File: src/lsc_pkg.sv
// ----------------------------------------------------------------------------
// lsc_pkg
// Shared types, constants and helpers of the line substring counter.
// ----------------------------------------------------------------------------
package lsc_pkg;

    localparam int PATTERN_BYTES   = 16;
    localparam int MAX_PATTERN_DEF = 16;
    localparam int OUTQ_DEPTH      = 4;
    localparam int LEN_W           = 5;
    localparam int CFG_IDX_W       = 2;
    localparam int CFG_DATA_W      = 64;
    localparam int CNT_W           = 32;

    localparam logic [7:0]       NEWLINE    = 8'd10;
    localparam logic             KIND_LINE  = 1'b0;
    localparam logic             KIND_TOTAL = 1'b1;
    localparam logic [CNT_W-1:0] SAT32      = {CNT_W{1'b1}};

    typedef enum logic [CFG_IDX_W-1:0] {
        REG_PATTERN_LENGTH = 2'd0,
        REG_PATTERN_LOW    = 2'd1,
        REG_PATTERN_HIGH   = 2'd2
    } t_cfg_reg;

    typedef struct packed {
        logic [7:0] text_byte;
        logic       end_of_text;
    } t_in_item;

    typedef struct packed {
        logic             report_kind;
        logic [CNT_W-1:0] line_number;
        logic [CNT_W-1:0] line_matches;
        logic [CNT_W-1:0] total_matches;
        logic             last_result;
    } t_result;

    // Control from the item stage to the match unit.
    typedef struct packed {
        logic step;     // a text byte enters the window
        logic restart;  // line closed or text ended: restart matching
    } t_match_ctl;

    typedef logic [PATTERN_BYTES-1:0][7:0] t_pattern;

    function automatic logic [CNT_W-1:0] sat_inc(input logic [CNT_W-1:0] v);
        return (v == SAT32) ? v : v + 1'b1;
    endfunction

endpackage

File: src/lsc_match.sv
// ----------------------------------------------------------------------------
// lsc_match
// Byte window and eligible-run counter with a parallel pattern compare.
// ----------------------------------------------------------------------------
module lsc_match #(
    parameter int MAX_PATTERN = lsc_pkg::MAX_PATTERN_DEF
) (
    input  logic                              i_clk,
    input  logic                              i_rst_n,
    input  lsc_pkg::t_match_ctl               i_ctl,
    input  logic [7:0]                        i_byte,
    input  lsc_pkg::t_pattern                 i_pattern,
    input  logic [lsc_pkg::LEN_W-1:0]         i_len,
    output logic                              o_hit
);
    import lsc_pkg::*;

    // Only the newest min(MAX_PATTERN, 16) bytes can ever be compared.
    localparam int WIN   = (MAX_PATTERN < PATTERN_BYTES) ? MAX_PATTERN : PATTERN_BYTES;
    localparam int RUN_W = $clog2(MAX_PATTERN + 1);
    localparam int CMP_W = (RUN_W > LEN_W) ? RUN_W : LEN_W;
    localparam int IDX_W = $clog2(PATTERN_BYTES);

    logic [7:0]       r_win [WIN];
    logic [7:0]       n_win [WIN];
    logic [RUN_W-1:0] r_run;
    logic [RUN_W-1:0] n_run;
    logic [RUN_W-1:0] w_run_inc;
    logic [WIN-1:0]   w_pos_ok;
    logic [IDX_W-1:0] w_idx [WIN];

    always_comb begin
        n_win[0] = i_byte;
        for (int k = 1; k < WIN; k++) begin
            n_win[k] = r_win[k-1];
        end
    end

    assign w_run_inc = (r_run == RUN_W'(MAX_PATTERN)) ? r_run : r_run + 1'b1;

    // Position j of the new window holds pattern byte len-1-j on a hit.
    always_comb begin
        for (int j = 0; j < WIN; j++) begin
            w_idx[j]    = IDX_W'(i_len - LEN_W'(j) - LEN_W'(1));
            w_pos_ok[j] = (LEN_W'(j) >= i_len) || (n_win[j] == i_pattern[w_idx[j]]);
        end
    end

    assign o_hit = (i_len != '0)
                && (CMP_W'(w_run_inc) >= CMP_W'(i_len))
                && (&w_pos_ok);

    always_comb begin
        n_run = r_run;
        if (i_ctl.restart) begin
            n_run = '0;
        end else if (i_ctl.step) begin
            n_run = o_hit ? '0 : w_run_inc;
        end
    end

    // Window bytes older than the run are never compared: no reset needed.
    always_ff @(posedge i_clk) begin
        if (i_ctl.step) begin
            r_win <= n_win;
        end
    end

    always_ff @(posedge i_clk) begin
        if (!i_rst_n) begin
            r_run <= '0;
        end else begin
            r_run <= n_run;
        end
    end

endmodule

File: src/lsc_outq.sv
// ----------------------------------------------------------------------------
// lsc_outq
// Small result queue, up to two words written and one read per cycle.
// ----------------------------------------------------------------------------
module lsc_outq #(
    parameter int DEPTH = lsc_pkg::OUTQ_DEPTH
) (
    input  logic              i_clk,
    input  logic              i_rst_n,
    input  logic              i_push0,
    input  lsc_pkg::t_result  i_data0,
    input  logic              i_push1,
    input  lsc_pkg::t_result  i_data1,
    output logic              o_room2,
    output logic              o_valid,
    input  logic              i_ready,
    output lsc_pkg::t_result  o_data
);
    import lsc_pkg::*;

    localparam int PTR_W = (DEPTH > 1) ? $clog2(DEPTH) : 1;
    localparam int CNT_QW = $clog2(DEPTH + 1);

    t_result           r_mem [DEPTH];
    logic [PTR_W-1:0]  r_wp;
    logic [PTR_W-1:0]  r_rp;
    logic [CNT_QW-1:0] r_cnt;
    logic [PTR_W-1:0]  w_wp1;
    logic              w_pop;

    function automatic logic [PTR_W-1:0] ptr_next(input logic [PTR_W-1:0] p);
        return (p == PTR_W'(DEPTH - 1)) ? '0 : p + 1'b1;
    endfunction

    assign w_wp1   = ptr_next(r_wp);
    assign o_valid = (r_cnt != '0);
    assign o_data  = r_mem[r_rp];
    assign w_pop   = o_valid && i_ready;
    assign o_room2 = (r_cnt <= CNT_QW'(DEPTH - 2));

    always_ff @(posedge i_clk) begin
        if (i_push0) begin
            r_mem[r_wp] <= i_data0;
        end
        if (i_push0 && i_push1) begin
            r_mem[w_wp1] <= i_data1;
        end
    end

    always_ff @(posedge i_clk) begin
        if (!i_rst_n) begin
            r_wp  <= '0;
            r_rp  <= '0;
            r_cnt <= '0;
        end else begin
            if (i_push0 && i_push1) begin
                r_wp <= ptr_next(w_wp1);
            end else if (i_push0) begin
                r_wp <= w_wp1;
            end
            if (w_pop) begin
                r_rp <= ptr_next(r_rp);
            end
            r_cnt <= r_cnt + CNT_QW'(i_push0) + CNT_QW'(i_push0 && i_push1)
                   - CNT_QW'(w_pop);
        end
    end

endmodule

File: src/line_substring_counter.sv
// ----------------------------------------------------------------------------
// line_substring_counter
// Counts non-overlapping pattern matches per text line and over a whole text.
// ----------------------------------------------------------------------------
// Text arrives one byte per word on the input channel. A word is held in an
// input register; when it advances, the match unit compares the newest
// bytes of the line against the configured pattern in parallel, the counters
// update, and any reports go into a four-word result queue. One input word is
// taken every cycle as long as the queue has room for two more reports, so
// the sustained rate is one byte per clock; a report enters the queue when
// its word advances out of the input register, and a stalled output only
// throttles the input once the queue holds more than two words. A newline
// closes the line and yields one line report when the line held a match (or
// always, with an empty pattern); an end-of-text word yields the final line
// report when due and then the total report, and clears all counters so a
// new text may follow. Write the pattern registers only while the block is
// idle. Counters saturate at all ones.
// ----------------------------------------------------------------------------
module line_substring_counter #(
    parameter int MAX_PATTERN = lsc_pkg::MAX_PATTERN_DEF
) (
    input  logic                                i_clk,
    input  logic                                i_rst_n,
    // text input
    input  logic                                i_valid,
    output logic                                o_ready,
    input  lsc_pkg::t_in_item                   i_data,
    // reports
    output logic                                o_valid,
    input  logic                                i_ready,
    output lsc_pkg::t_result                    o_data,
    // register writes
    input  logic                                i_cfg_wr_en,
    input  logic [lsc_pkg::CFG_IDX_W-1:0]       i_cfg_index,
    input  logic [lsc_pkg::CFG_DATA_W-1:0]      i_cfg_wdata
);
    import lsc_pkg::*;

    // Pattern length in use is capped by the window and the pattern storage.
    localparam int LIM = (MAX_PATTERN < PATTERN_BYTES) ? MAX_PATTERN : PATTERN_BYTES;

    // Configuration registers
    logic [LEN_W-1:0]      r_plen;
    logic [CFG_DATA_W-1:0] r_plo;
    logic [CFG_DATA_W-1:0] r_phi;
    logic [LEN_W-1:0]      w_len;
    t_pattern              w_pattern;

    // Input register
    logic                  r_in_valid;
    t_in_item              r_in;
    logic                  w_adv;
    logic                  w_room2;
    logic                  w_eot;
    logic                  w_nl;

    // Counters
    logic [CNT_W-1:0]      r_clm;
    logic [CNT_W-1:0]      r_lines;
    logic [CNT_W-1:0]      r_total;
    logic [CNT_W-1:0]      n_clm;
    logic [CNT_W-1:0]      n_lines;
    logic [CNT_W-1:0]      n_total;
    logic [CNT_W-1:0]      w_line_no;
    logic                  w_rpt_due;

    // Match unit and result queue hookup
    t_match_ctl            w_mctl;
    logic                  w_hit;
    logic                  w_push0;
    logic                  w_push1;
    t_result               w_res0;
    t_result               w_res1;
    t_result               w_line_rpt;
    t_result               w_total_rpt;

    // ---------------- configuration ----------------
    always_ff @(posedge i_clk) begin
        if (!i_rst_n) begin
            r_plen <= '0;
            r_plo  <= '0;
            r_phi  <= '0;
        end else if (i_cfg_wr_en) begin
            case (t_cfg_reg'(i_cfg_index))
                REG_PATTERN_LENGTH: r_plen <= i_cfg_wdata[LEN_W-1:0];
                REG_PATTERN_LOW:    r_plo  <= i_cfg_wdata;
                REG_PATTERN_HIGH:   r_phi  <= i_cfg_wdata;
                default: ;  // unused index: drop the write
            endcase
        end
    end

    assign w_len     = (r_plen > LEN_W'(LIM)) ? LEN_W'(LIM) : r_plen;
    assign w_pattern = {r_phi, r_plo};

    // ---------------- input register ----------------
    // Advance the held word when the queue can absorb its worst case of two
    // reports; take a new word whenever the register empties or advances.
    assign w_adv   = r_in_valid && w_room2;
    assign o_ready = !r_in_valid || w_adv;
    assign w_eot   = r_in.end_of_text;
    assign w_nl    = !r_in.end_of_text && (r_in.text_byte == NEWLINE);

    always_ff @(posedge i_clk) begin
        if (!i_rst_n) begin
            r_in_valid <= 1'b0;
        end else if (o_ready) begin
            r_in_valid <= i_valid;
        end
    end

    always_ff @(posedge i_clk) begin
        if (o_ready && i_valid) begin
            r_in <= i_data;
        end
    end

    // ---------------- match unit ----------------
    assign w_mctl.step    = w_adv && !w_eot && !w_nl;
    assign w_mctl.restart = w_adv && (w_eot || w_nl);

    lsc_match #(
        .MAX_PATTERN (MAX_PATTERN)
    ) u_match (
        .i_clk     (i_clk),
        .i_rst_n   (i_rst_n),
        .i_ctl     (w_mctl),
        .i_byte    (r_in.text_byte),
        .i_pattern (w_pattern),
        .i_len     (w_len),
        .o_hit     (w_hit)
    );

    // ---------------- counters and reports ----------------
    assign w_line_no = sat_inc(r_lines);
    // A closing line reports when it matched, or always with an empty pattern.
    assign w_rpt_due = (w_len == '0) || (r_clm != '0);

    always_comb begin
        w_line_rpt.report_kind   = KIND_LINE;
        w_line_rpt.line_number   = w_line_no;
        w_line_rpt.line_matches  = r_clm;
        w_line_rpt.total_matches = r_total;
        w_line_rpt.last_result   = !w_eot;  // at end of text the total follows

        w_total_rpt.report_kind   = KIND_TOTAL;
        w_total_rpt.line_number   = '0;
        w_total_rpt.line_matches  = '0;
        w_total_rpt.total_matches = r_total;
        w_total_rpt.last_result   = 1'b1;
    end

    always_comb begin
        n_clm   = r_clm;
        n_lines = r_lines;
        n_total = r_total;
        w_push0 = 1'b0;
        w_push1 = 1'b0;
        w_res0  = w_line_rpt;
        w_res1  = w_total_rpt;
        if (w_adv) begin
            if (w_eot) begin
                // Close the last line, report the total, start over.
                n_clm   = '0;
                n_lines = '0;
                n_total = '0;
                w_push0 = 1'b1;
                w_push1 = w_rpt_due;
                if (!w_rpt_due) begin
                    w_res0 = w_total_rpt;
                end
            end else if (w_nl) begin
                n_lines = w_line_no;
                n_clm   = '0;
                w_push0 = w_rpt_due;
            end else if (w_hit) begin
                n_clm   = sat_inc(r_clm);
                n_total = sat_inc(r_total);
            end
        end
    end

    always_ff @(posedge i_clk) begin
        if (!i_rst_n) begin
            r_clm   <= '0;
            r_lines <= '0;
            r_total <= '0;
        end else begin
            r_clm   <= n_clm;
            r_lines <= n_lines;
            r_total <= n_total;
        end
    end

    // ---------------- result queue ----------------
    lsc_outq #(
        .DEPTH (OUTQ_DEPTH)
    ) u_outq (
        .i_clk   (i_clk),
        .i_rst_n (i_rst_n),
        .i_push0 (w_push0),
        .i_data0 (w_res0),
        .i_push1 (w_push1),
        .i_data1 (w_res1),
        .o_room2 (w_room2),
        .o_valid (o_valid),
        .i_ready (i_ready),
        .o_data  (o_data)
    );

`ifndef SYNTHESIS
    // End of text clears every counter.
    a_eot_clears: assert property (@(posedge i_clk) disable iff (!i_rst_n)
        (w_adv && w_eot) |=> (r_clm == '0 && r_lines == '0 && r_total == '0))
        else $error("counters not cleared after end of text");

    // A match on a byte raises the running total or keeps it saturated.
    a_hit_counts: assert property (@(posedge i_clk) disable iff (!i_rst_n)
        (w_mctl.step && w_hit) |=> (r_total == sat_inc($past(r_total))))
        else $error("match not counted in total");

    // Line count only moves when a line closes.
    a_lines_move: assert property (@(posedge i_clk) disable iff (!i_rst_n)
        (r_lines != $past(r_lines)) |-> $past(w_adv && (w_nl || w_eot)))
        else $error("line count changed without a line closing");

    // Never push two reports for a plain byte or a newline.
    a_two_only_eot: assert property (@(posedge i_clk) disable iff (!i_rst_n)
        w_push1 |-> (w_push0 && w_eot))
        else $error("second report outside end of text");
`endif

endmodule

File: config.mk
export PLATFORM = sky130hd
export DESIGN_NAME = line_substring_counter
export DESIGN_NICKNAME = d
export VERILOG_FILES = /design/src/lsc_pkg.sv /design/src/lsc_match.sv /design/src/lsc_outq.sv /design/src/line_substring_counter.sv
export SDC_FILE = /design/constraint.sdc
export NUM_CORES = 2
export LEC_CHECK = 0
export BUFFER_PORTS_ARGS = -buffer_cell sky130_fd_sc_hd__buf_4
export CAP_MARGIN = 20
export CORE_AREA = 3 3 294 296
export DETAILED_ROUTE_END_ITERATION = 12
export DIE_AREA = 0 0 297 299
export PLACE_DENSITY = 0.81
export REMOVE_ABC_BUFFERS = 1
export SLEW_MARGIN = 20
export SYNTH_ARGS = -nofsm -noshare
export SYNTH_HDL_FRONTEND = slang
export SYNTH_HIERARCHICAL = 1
export SYNTH_SLANG_ARGS = --single-unit
File: constraint.sdc
create_clock -name i_clk -period 11.8 [get_ports i_clk]
set_clock_uncertainty 0.2 [all_clocks]
set_input_delay 1.18 -clock i_clk [delete_from_list [all_inputs] [get_ports i_clk]]
set_output_delay 1.18 -clock i_clk [all_outputs]
set_load 0.01 [all_outputs]
* Yosys cells after proc, flatten, opt, wreduce, memory -nomap -nowiden *
Memories as Yosys holds them, arrays and structs flattened. A register that Yosys moved wholly into a read port is not among the register bits.
Cells that the tools add are included.
Widths: inputs -> output; s select.

operators by class
  muxes and demuxes = 65
  bitwise operators = 1
  equality and inequality tests = 29
  magnitude comparators = 35
  add/sub/neg operators = 40
  reductions and logical operators = 49

operator list
  operator               count
  $bmux 8 s4             16
  $mux 32                11
  $mux 98                3
  $eq 8x8->1             16
  $mux 8                 16
  $add 32x1->32 const B  3
  $eq 32x32->1 const B   3
  $lt 4x5->1 const B     16
  $sub 4x1->4 const B    16
  $ge 4x5->1 const A     8
  $reduce_bool 32->1     1
  $sub 4x4->4 const B    8
  $ge 3x5->1 const A     4
  $logic_or 1x1->1       19
  $reduce_and 16->1      1
  $sub 4x3->4 const B    4
  $mux 5                 3
  $mux 2                 7
  $ge 1x5->1 const A     2
  $ge 2x5->1 const A     2
  $logic_and 1x1->1      10
  $mux 1                 9
  $eq 2x2->1 const B     4
  $eq 8x4->1 const B     1
  other kinds (23)       36

word-level totals
  register bits = 371
  bits of input ports = 80
  bits in writable memories = 392
  memories kept = 1
  logic and storage cells = 248

memories
  name          words  bits a word  rd ports  clocked after Yosys merged registers in  write ports  line            text
  u_outq.r_mem  4      98           1         1                                        2            lsc_outq.sv:24  t_result r_mem [DEPTH];

* Logic depth before layout (Yosys ltp) *
  depth in word-level cells = 13
  mapped depth = 28
  gate-level depth less buffers = 20

* Hierarchy *
Netlist, hierarchy kept.

modules (own cells, without submodules)
  module                  instances  cells each  area each (sq um)  seq. area each (sq um)
  lsc_outq                1          1012        19351.1            11951.5
  lsc_match               1          1192        15388.5            3703.6
  line_substring_counter  1          1468        11289.6            4874.7

* Least setup slack after synthesis *
OpenSTA, ideal clock, no wires.

  kind = flip-flop to flip-flop
  start point = reg u_outq.r_cnt[1]
  end point = reg u_match.r_run[0]
  library setup time = 0.074 ns
  data required time = 11.526 ns
  path slack = 4.606 ns
  cell stages (with the launch flop) = 10
  path buffers = 0
  arrival time = 6.919 ns
  cells stage by stage = dfxtp_1 inv_1 ha_1 a21o_1 nand2_1 nor2_1 and3b_1 a21oi_1 a21o_1 a31oi_1

RTL lines
  item                    line             text
  from (decl)             lsc_outq.sv:27   logic [CNT_QW-1:0] r_cnt;
  from (signal assigned)  lsc_outq.sv:64   r_cnt <= r_cnt + CNT_QW'(i_push0) + CNT_QW'(i_push0 && i_push1)
  to (signal assigned)    lsc_match.sv:73  r_run <= n_run;
  to (decl)               lsc_match.sv:26  logic [RUN_W-1:0] r_run;

* Final worst setup path *
  start point = reg r_plen[4]
  end point = reg r_total[30]

between the ends
  longest elaborated chain between the ends = 12
  elaborated cells between the ends (all ways) = 119

ends and longest elaborated chain
  item                                       line                           text
  from (decl)                                line_substring_counter.sv:43   logic [LEN_W-1:0] r_plen;
  from (signal assigned)                     line_substring_counter.sv:85   REG_PATTERN_LENGTH: r_plen <= i_cfg_wdata[LEN_W-1:0];
  $gt 5x5->1 (*)                             line_substring_counter.sv:93   assign w_len = (r_plen > LEN_W'(LIM)) ? LEN_W'(LIM) : r_plen;
  $mux 5 (*)                                 line_substring_counter.sv:93
  net w_len[0]                               line_substring_counter.sv:46   logic [LEN_W-1:0] w_len;
  $sub 4x1->4, or another cell as far along  lsc_match.sv:44                w_idx[j] = IDX_W'(i_len - LEN_W'(j) - LEN_W'(1));
  $sub 4x1->4                                lsc_match.sv:44
  $bmux 8 s4                                 lsc_match.sv:45                w_pos_ok[j] = (LEN_W'(j) >= i_len) || (n_win[j] == i_pattern[w_idx[j]]);
  $mux 8 (implied by the code)               lsc_match.sv:45
  $eq 8x8->1                                 lsc_match.sv:45
  $logic_or 1x1->1                           lsc_match.sv:45
  $reduce_and 16->1                          lsc_match.sv:51                && (&w_pos_ok);
  $logic_and 1x1->1 (*)                      lsc_match.sv:51
  net w_hit                                  line_substring_counter.sv:69   logic w_hit;
  $reduce_bool 2->1 (no line) (*)            n/a
  $reduce_and 4->1 (no line) (*)             n/a
  to (signal assigned)                       line_substring_counter.sv:191  r_total <= n_total;
  to (decl)                                  line_substring_counter.sv:60   logic [CNT_W-1:0] r_total;

Mark *: on every way through the listed nets, which the timed path passes. The rest lies on a longest branch. The select of a mux whose other input is x is not followed.
A chain may end at the register's enable or synchronous reset.

==> impl_summary.md <==
GRT
The pin count of the biggest net entering global routing is 81. The aggregate global-route resource usage is 28.92%. The via count of the first global-routing pass came to 32456. The number of antenna violations at the first check in global routing is 5. The first global-routing pass estimated 199600 um of wire. The total grt overflow is 0.

Power
Net switching is 27.78% of the power. The part of the total power dissipated in combinational logic is 17.9%. The clock group share of total power is 38.0%.

For this design the total switching power over the nets is 1.946 mW. The power density over cell area is 134.9 nW/um^2. Sequential cells burn 44.0% of the power. The peak ir drop on the vdd network is 0.1435 mV. The analysis attributes to cell leakage a power of 17.86 nW.

The internal cell power is 5.060 mW.

Job
The number of max-cap violations is 0.

CTS
The total number of H-tree levels is 3. The total CTS buffers is 85. The count of cells resized by post-cts repair is 0. Clock tree synthesis found a total of 765 sinks. TritonCTS built the clock tree. The worst-case clock buffer depth is 3. The clock slew seen by the registers of the worst setup and hold paths is 0.06 ns.

The clock latency at the later pin of the worst-skew pair is 0.68 ns. The cell sitting at the root of the clock tree is a clkbuf_16. In this run, post-CTS hold repair placed 0 buffers. Buffers added to address setup during post-CTS repair amount to 0.

Timing
The total count of max-transition violations in the final report is 0. The count of endpoints failing hold in the final timing report is 0. The total setup violations reported at the end of the flow is 0.

Based on the critical path, the design can be clocked at up to 113.5 MHz. The time the worst path needs with I/O delays and setup is 8.807 ns. The share of the clock period used by the worst path after layout is 74.64%. The worst pin sits at a relative slew slack of 25.79%.

At the pin with the least slew margin, the transition time is 1.113 ns. Setup repair after global routing left no endpoint under its margin. The tightest hold margin is 0.2695 ns.

Layout
For this run, the post-layout net count is 4094. The library cells used most frequently in the layout, excluding fill and tap cells, are 521 x edfxtp_1, 414 x nand2_1, 398 x mux2_2. The area of all placed cells without fillers is 51920 um^2. The growth of design area from synthesis to finish is 12.81%.

The most frequent standard cell in the layout excluding fill and tap cells is edfxtp_1. The core utilization of the finished layout is 61.95%. Cells with a size suffix above 1 make up 28.02% of the layout.

Synth
Synthesis instantiated 98 different standard cells from the library. The share of synthesized area in the top cell type comes to 33.99%. The library cell with the largest summed area after synthesis is edfxtp_1. Of all flip-flops after synthesis, the portion carrying an async set or reset was 0%. The total standard cell area after synthesis is 46030 um^2. By area the synthesized netlist is led by edfxtp_1 34%, mux4_2 15%, dfxtp_1 11%. For this run, the leading register cell type out of synthesis is edfxtp_1. The synthesized instance count is 3672. After synthesis, the mean cell area works out to 12.54 um^2.

Counting flops with a built-in enable in the synthesized netlist gives 521. The synthesized design contains 765 register bits. The sequential element share of the synthesized area is 44.60%.

The Yosys step of the flow raised 6 warnings.

Drt
The residual DRC count is 0. Dividing the detail-routed via count by the number of cells gives 6.455. The via count is 33504. The first detailed-routing pass ran for 6 iterations. The average wire per cell in the routed design is 25.19 um. In this run, the number of DRC markers left after iteration 0 of detailed routing was 4057.

The detail route stage leaves a number of antenna-violating nets equal to 0. The routed design has 130700 um of wire.

Die
The floorplan has 106 rows. The die outline height is 299 um. The core box area is 83820 um^2. The starting density of the core is 54.91%. For this design the top-level I/O count stands at 180. The die covers 88800 um^2. In this run the horizontal extent of the chip is 297 um.

Setup path
Of all nets on the critical path, the largest fanout is 73. The required arrival time at the worst endpoint is 12.18 ns. The signal on the critical path passes through nor2b_4, buf_4, inv_2, buf_4, ha_4, buf_4, mux2i_1, mux2i_1, o211ai_1, mux2i_1, xor2_1, a2111oi_0, a41oi_1, a2111oi_4, and3b_1, nand3_1, a21oi_1, a21oi_1, or4_1, a21oi_1.

The endpoint kind of the worst setup timing path is a flip-flop. The slowest stage of the critical path belongs to the cell ha_4. The start-to-end type of the worst setup path is reg2reg.

The maximum cell stage delay along the critical path is 0.86 ns. The startpoint kind of the worst setup timing path is a flip-flop. The arrival time of the worst setup path is 9.19 ns.

Placement
The area after detailed placement is 49050 um^2. The detailed placer's ending HPWL is 84970 um. At the end of routability-driven placement, the weighted congestion stood at 1.000.

The number of I/O port buffers is 179.

Worst hold path
The class of the most critical hold timing path is reg2reg.

Run status
The run finished with clean final reports.
==> worst paths after layout <==
path,from,to,slack (ns),cells after the start
max,r_plen[4],r_total[30],2.99,20
min,u_match/n_win[55],u_match/n_win[47],0.27,0
max reg2reg,r_plen[4],r_total[30],2.99,20
min reg2reg,u_match/n_win[55],u_match/n_win[47],0.27,0
==> routing by layer <==
layer / up-vias / share of wire (%) / global-route usage, %
met5: - / 0 / 0
met4: 0 / 4.4 / 11.48
met3: 360 / 10 / 6.647
met2: 1916 / 47 / 46.54
met1: 16545 / 38 / 38.21
li1: 14683 / - / -
==> worst max-delay path: cells and delay by family (launching register included) <==
kind | cells | cell delay [ns]
flip-flops | 1 | 0.52
AND/OR/NAND/NOR | 4 | 1.38
AO/OA/AOI/OAI | 7 | 3.03
XOR/XNOR | 1 | 0.20
multiplexers | 3 | 0.67
adder cells (fa/ha/maj) | 1 | 0.86
buffers and inverters | 4 | 1.78
==> cell type report <==
cell class | instances | area (um^2)
diodes | 5 | 12.51
clock buffers | 133 | 2480
clock inverters | 27 | 330.3
fillers | 6346 | 31900
inverters | 42 | 160.2
multi-input cells | 2841 | 25130
flip-flops and latches | 765 | 20540
well taps | 1134 | 1419
repair buffers | 243 | 1856
==> cells in the mapped netlist, drive strengths merged (4+ instances only) <==
cell / number
clkbuf: 135
a22oi: 17
nand2: 418
o22ai: 14
a2111oi: 12
nand3: 89
nor3: 25
ha: 34
nand2b: 21
nor2: 74
or4: 31
and2: 12
o211ai: 24
nor2b: 13
o31ai: 20
xnor2: 103
nor3b: 9
nand4: 57
dfxtp: 244
o2111ai: 7
or3: 43
a2111o: 8
a21o: 12
a221oi: 7
nand3b: 5
xor2: 62
a211oi: 9
edfxtp: 521
inv: 40
and3: 18
a31oi: 20
buf: 151
nand4b: 4
mux2i: 247
nor4: 37
o21ai: 69
a31o: 4
a22o: 14
and3b: 5
a21oi: 243
mux2: 407
and4: 18
a41oi: 4
mux4: 320
==> flip-flops by register name, indices dropped and copies added (netlist names), named ones only <==
name / count
r_plo: 64
u_outq/r_rp: 2
r_phi: 64
u_match/r_run: 5
r_total: 32
r_in: 8
u_outq/r_mem: 392
w_eot: 1
u_outq/r_wp: 2
u_match/n_win: 120
r_in_valid: 1
u_outq/r_cnt: 3
r_plen: 5
r_lines: 32
r_clm: 32
==> cells by family after synthesis <==
kind of cell | Yosys count | share of synthesized area, %
adders and majority gates | 36 | 1.011
AOI/OAI and AO/OA | 513 | 6.981
other | 2 | 0.01632
buffers and inverters | 328 | 3.371
muxes | 974 | 31.18
DFF | 765 | 44.60
xor gates and xnor gates | 166 | 3.265
and+or+nand+nor | 888 | 9.574
==> power by group through the flow <==
stage | combinational (mW) | sequential [mW] | clock, mW
finish | 1.26 | 3.09 | 2.66
global route | 1.33 | 3.09 | 2.80
CTS | 1.25 | 3.08 | 2.70
detailed placement | 1.24 | 3.14 | 0
global placement | 1.23 | 3.13 | 0
floorplan | 0.750 | 3.16 | 0
==> metrics by stage <==
stage | std cells | setup slack (ns) | total power, mW | TNS [ns]
after floorplan | 3648 | -12.04 | 3.909 | -804.92
after global placement | 5023 | 3.385 | 4.361 | 0
after detailed placement | 5023 | 3.096 | 4.376 | 0
after CTS | 5183 | 3.067 | 7.029 | 0
after global routing | 5187 | 2.458 | 7.226 | 0
final | 5190 | 2.993 | 7.006 | 0
No activity file was read; power rests on OpenSTA's default activity.
